--- config.mk ---
export PLATFORM = sky130hd
export DESIGN_NAME = nlms_cell
export DESIGN_NICKNAME = d
export VERILOG_FILES = /design/src/sv/nlms_pkg.sv /design/src/sv/nlms_cell.sv
export SDC_FILE = /design/constraint.sdc
export NUM_CORES = 1
export LEC_CHECK = 0
export ABC_CLOCK_PERIOD_IN_PS = 1400
export BUFFER_PORTS_ARGS = -buffer_cell sky130_fd_sc_hd__buf_4
export CORE_MARGIN = 8
export CORE_UTILIZATION = 30
export CTS_CLUSTER_DIAMETER = 120
export DETAILED_ROUTE_END_ITERATION = 8
export GPL_ROUTABILITY_DRIVEN = 0
export PLACE_DENSITY = 0.63
export REMOVE_ABC_BUFFERS = 1
export SETUP_SLACK_MARGIN = 0.1
export SLEW_MARGIN = 15
export SYNTH_ARGS = -nofsm -noshare
export SYNTH_HDL_FRONTEND = slang
export SYNTH_SLANG_ARGS = --single-unit
--- constraint.sdc ---
create_clock -name clk_i -period 1.4 [get_ports clk_i]
set_clock_uncertainty 0.05 [all_clocks]
set_input_delay 0.14 -clock clk_i [delete_from_list [all_inputs] [get_ports clk_i]]
set_output_delay 0.14 -clock clk_i [all_outputs]
set_load 0.1 [all_outputs]
--- src/sv/nlms_pkg.sv ---
// Shared types and constants for the normalized LMS predictor.
`timescale 1ns / 1ps
package nlms_pkg;
  localparam int unsigned SampleW = 16;
  localparam int unsigned WeightW = 32;
  localparam logic signed [31:0] ThreshReset = 32'sh0100_0000;
  localparam logic [31:0] GoalReset = 32'd3277;

  typedef enum logic [2:0] {
    ST_IDLE,
    ST_ROTATE,
    ST_DIV,
    ST_UPDATE,
    ST_FINISH,
    ST_OUT
  } state_e;

  // Control from sequencer to the cell chain.
  typedef struct packed {
    logic clear;     // epoch start: zero samples
    logic rotate;    // circulate one step, accumulate
    logic update;    // circulate one step, apply weight step
    logic shift_in;  // push the new sample
  } cell_ctl_t;
endpackage

--- src/sv/nlms_cell.sv ---
// One predictor tap: holds a sample and its weight, passes both to its neighbor.
`timescale 1ns / 1ps
module nlms_cell
  import nlms_pkg::*;
(
  input  logic                       clk_i,
  input  logic                       rst_ni,
  input  cell_ctl_t                  ctl_i,
  input  logic signed [SampleW-1:0]  x_i,
  input  logic signed [WeightW-1:0]  w_i,
  input  logic signed [SampleW-1:0]  new_x_i,
  output logic signed [SampleW-1:0]  x_o,
  output logic signed [WeightW-1:0]  w_o
);
  logic signed [SampleW-1:0] x_q, x_d;
  logic signed [WeightW-1:0] w_q, w_d;

  // the updated head weight enters the ring at the tail through w_i
  always_comb begin
    x_d = x_q;
    w_d = w_q;
    if (ctl_i.clear) begin
      x_d = '0;
    end else if (ctl_i.shift_in) begin
      x_d = new_x_i;
    end else if (ctl_i.rotate) begin
      x_d = x_i;
      w_d = w_i;
    end else if (ctl_i.update) begin
      x_d = x_i;
      w_d = w_i;
    end
  end

  always_ff @(posedge clk_i or negedge rst_ni) begin
    if (!rst_ni) begin
      x_q <= '0;
      w_q <= '0;
    end else begin
      x_q <= x_d;
      w_q <= w_d;
    end
  end

  assign x_o = x_q;
  assign w_o = w_q;
endmodule

Word level (Yosys, flattened, before mapping). Index checks and enable logic that the tools add are counted.

Bits in registers: 48. Output and inout bits: 48. Word-level logic and storage cells: 13.

Mux-type cells: 6. Bitwise logic cells: 2. Reductions and logical operators: 3.

Operators with widths (number): $mux 16 (4); $mux 32 (2); $reduce_bool 4->1 (1); $reduce_and 3->1 (1); $not 1->1 (2); $reduce_bool 2->1 (1).

Longest topological paths before layout.
Depth in word-level cells: 4. Depth in mapped cells: 5. Mapped depth without buffers: 3.

Worst setup path after synthesis. OpenSTA, ideal clock, no wires.

Path kind: register to register. Start: register w_o[4] (netlist name). End: register w_q[4], in the netlist w_o[4]. Arrival: 1.152 ns. Required time: 1.222 ns. Setup slack: 0.070 ns. Stages on the path, launching flop included: 2. Buffers on the path: 0. Period minus slack after synthesis: 1.330 ns. Cell sequence: dfrtp_1 > mux2_1.

RTL lines: end signal, assigned (RTL line nlms_cell.sv:41) `w_q <= w_d;`; end, declared (RTL line nlms_cell.sv:16) `logic signed [WeightW-1:0] w_q, w_d;`.

Final worst setup path.
Start: register x_q[8], in the netlist x_o[8]. End: output port x_o[8].

RTL lines: start, declared (RTL line nlms_cell.sv:15) `logic signed [SampleW-1:0] x_q, x_d;`; start signal, assigned (RTL line nlms_cell.sv:37) `x_q <= '0;`; start signal, assigned (RTL line nlms_cell.sv:40) `x_q <= x_d;`; end, declared (RTL line nlms_cell.sv:12) `output logic signed [SampleW-1:0] x_o,`.

No word-level cell between the ends.

==> results.md <==
* F_max at 869.7 MHz
* Vias at 1,537
* Routed wl met3 at 552 um
* CP Capture Type: primary output
* Distinct cells, synth at 14
* Congestion Overflow GR at 0
* Pwr Density at 1562 nW/um2
* HP Start: w_i[4]
* CP max-delay cell: dfrtp_1
* Nets at 332
* Clk pin slew, worst setup/hold paths at 90 ps
* Syn Area/Cell at 14.43 um2
* Clk buf depth at 2
* Share of the synthesized area in the top cell type at 0.5904
* Area Growth Syn to Fin at 52.28%
* Die area at 9673 um2
* Initial antenna violation count at 0
* Max Cap Viol at 0
* Hold Crit Depth at 2
* GRT Overall Usage at 0.1088
* Most common cell after layout, fill and taps aside: buf_4
* Via-per-instance ratio at 4.481
* Fin. Hold Viols at 0
* Critical path peak fanout at 2
* CTS resizes at 0
* Slew Limit Headroom at 0.6034
* Worst Path Required at 1210 ps
* Fin crit share at 0.8213
* RSZ-0062 raised after global routing: false
* Post-Syn Area at 2034 um2
* FP Rows at 30
* Crit path cell chain: buf_4
* Pwr Total at 4.840 mW
* Hpwl dp at 4136 um
* Drt drc at 0
* Post-synthesis cell count at 141
* Setup TNS at 0 ps
* Worst Hold Path EP: w_o[4]
* Synth area leader: dfrtp_1
* Port bufs at 117
* Status: complete, no violations
* Die height at 98.35 um
* # Post-CTS Setup Buffers at 0
* Layout cell share with drive strength beyond 1 at 0.6122
* RR Startpoint: w_o[2]
* Worst VDD drop at 435.1 uV
* Final setup viols at 0
* Clock sink total at 48
* Die width at 98.35 um
* First-pass GRT wire length at 8597 um
* Clock tree from TritonCTS: done
* Synth top area cells: dfrtp_1, mux2_2, mux2i_1
* Hold_buf cts at 2
* CP arrival at 960 ps
* Routed WL at 5206 um
* Initial core utilization at 0.3045
* Reg-to-Reg End: w_o[2]
* FF-to-FF path depth at 1
* I/O pin count at 118
* ANT cells at 0
* Number of global-route vias before repair at 1,700
* Sequential fraction of the synthesis area at 0.5904
* Number of synthesized register bits at 48
* CTS buffer count at 5
* Slew Viols, Final at 0
* R2r setup slk at 580 ps
* Highest Signal Layer: met4
* Detail Route Antenna Nets at 0
* Final min period at 1150 ps
* Number of fill cells at 657
* Worst skew pair latency at 290 ps
* Actual slew at the worst max-slew pin at 595.0 ps
* Setup CP Type: flip-flop to primary output
* Drt wl/cell at 15.18 um
* CTS Root Cell: clkbuf_8
* Critical path launch point type: flip-flop
* Met1 Wirelength at 2232 um
* Critical Path Max Stage Delay at 370 ps
* H-tree Lvls at 2
* Commonest cells after routing, fill and taps aside: buf_4, dfrtp_1, mux2_2
* Initial DRC Count at 27
* Ys Warns at 0
* Area of the core at 6681 um2
* Leakage Power at 1.499 nW
* Min-delay worst type: input port to flip-flop
* Critical path buffer and inverter count at 1
* Pin count of the biggest net entering global routing at 49
* Fin Hold WS at 14.70 ps
* Met2 wire len at 2385 um
* Pre-Repair DR Iteration Count at 4
* Top delay family on crit path: flip-flops
-- flip-flops by register name, indices dropped and copies added (netlist names) --
signal and flops:
w_o 32, x_o 16
-- where the power goes --
part | switching, mW | total, mW | internal [mW]
Sequential | 0.0964 | 1.68 | 1.58
Combinational | 1.75 | 2.31 | 0.557
Clock | 0.447 | 0.849 | 0.402
-- cell type report --
class / count / area [um2] / area share
Tap cell: 80 / 100.1 / 0.03231
Clock inverter: 1 / 7.507 / 0.002423
Timing Repair Buffer: 124 / 960.9 / 0.3102
Clock buffer: 7 / 86.33 / 0.02787
Sequential cell: 48 / 1201 / 0.3877
Multi-Input combinational cell: 83 / 742.0 / 0.2395
-- per-layer routing --
metal / vias to the layer above / track usage
li1: 739 / -
met1: 715 / 0.1326
met2: 79 / 0.1664
met3: 4 / 0.05761
met4: 0 / 0.02125
met5: - / 0
-- synthesized netlist by cell type, drive strengths merged --
cell type / number
nor3: 1
nor2: 1
dfrtp: 48
clkbuf: 2
o31ai: 16
buf: 8
nor4: 1
mux2i: 16
mux2: 32
nand2: 16
-- per-stage QoR --
stage	instance area, um2	utilization	cells	setup WS (ps)
2_1_floorplan	1943	-	131	-164.0
3_3_place_gp	2984	0.4466	333	121.6
3_5_place_dp	2984	0.4466	333	105.6
4_1_cts	3098	0.4637	343	222.3
5_1_grt	3098	0.4637	343	191.6
6_report	3098	0.4637	343	250.2
-- worst max-delay path by stage --
stage | from | to | slack, ps | depth (start not counted)
after detailed placement | ctl_i[0] | w_o[2] | 110 | 4
final | x_o[8] | x_o[8] | 250 | 1
after global routing | x_o[12] | x_o[12] | 190 | 1
after CTS | x_o[8] | x_o[8] | 220 | 1
after floorplan | ctl_i[0] | w_o[0] | -160 | 2
after global placement | ctl_i[0] | w_o[11] | 120 | 4
-- cells by family (layout without fill, tap and decap cells) --
| group | Yosys count | after routing | synth area share |
|---|---|---|---|
| multiplexers | 48 | 48 | 0.2558 |
| flip-flops | 48 | 48 | 0.5904 |
| AND/OR/NAND/NOR | 19 | 19 | 0.04982 |
| AO/OA/AOI/OAI | 16 | 16 | 0.05904 |
| buffers and inverters | 10 | 132 | 0.04489 |
Note: power is estimated with default switching activity, not from simulation.
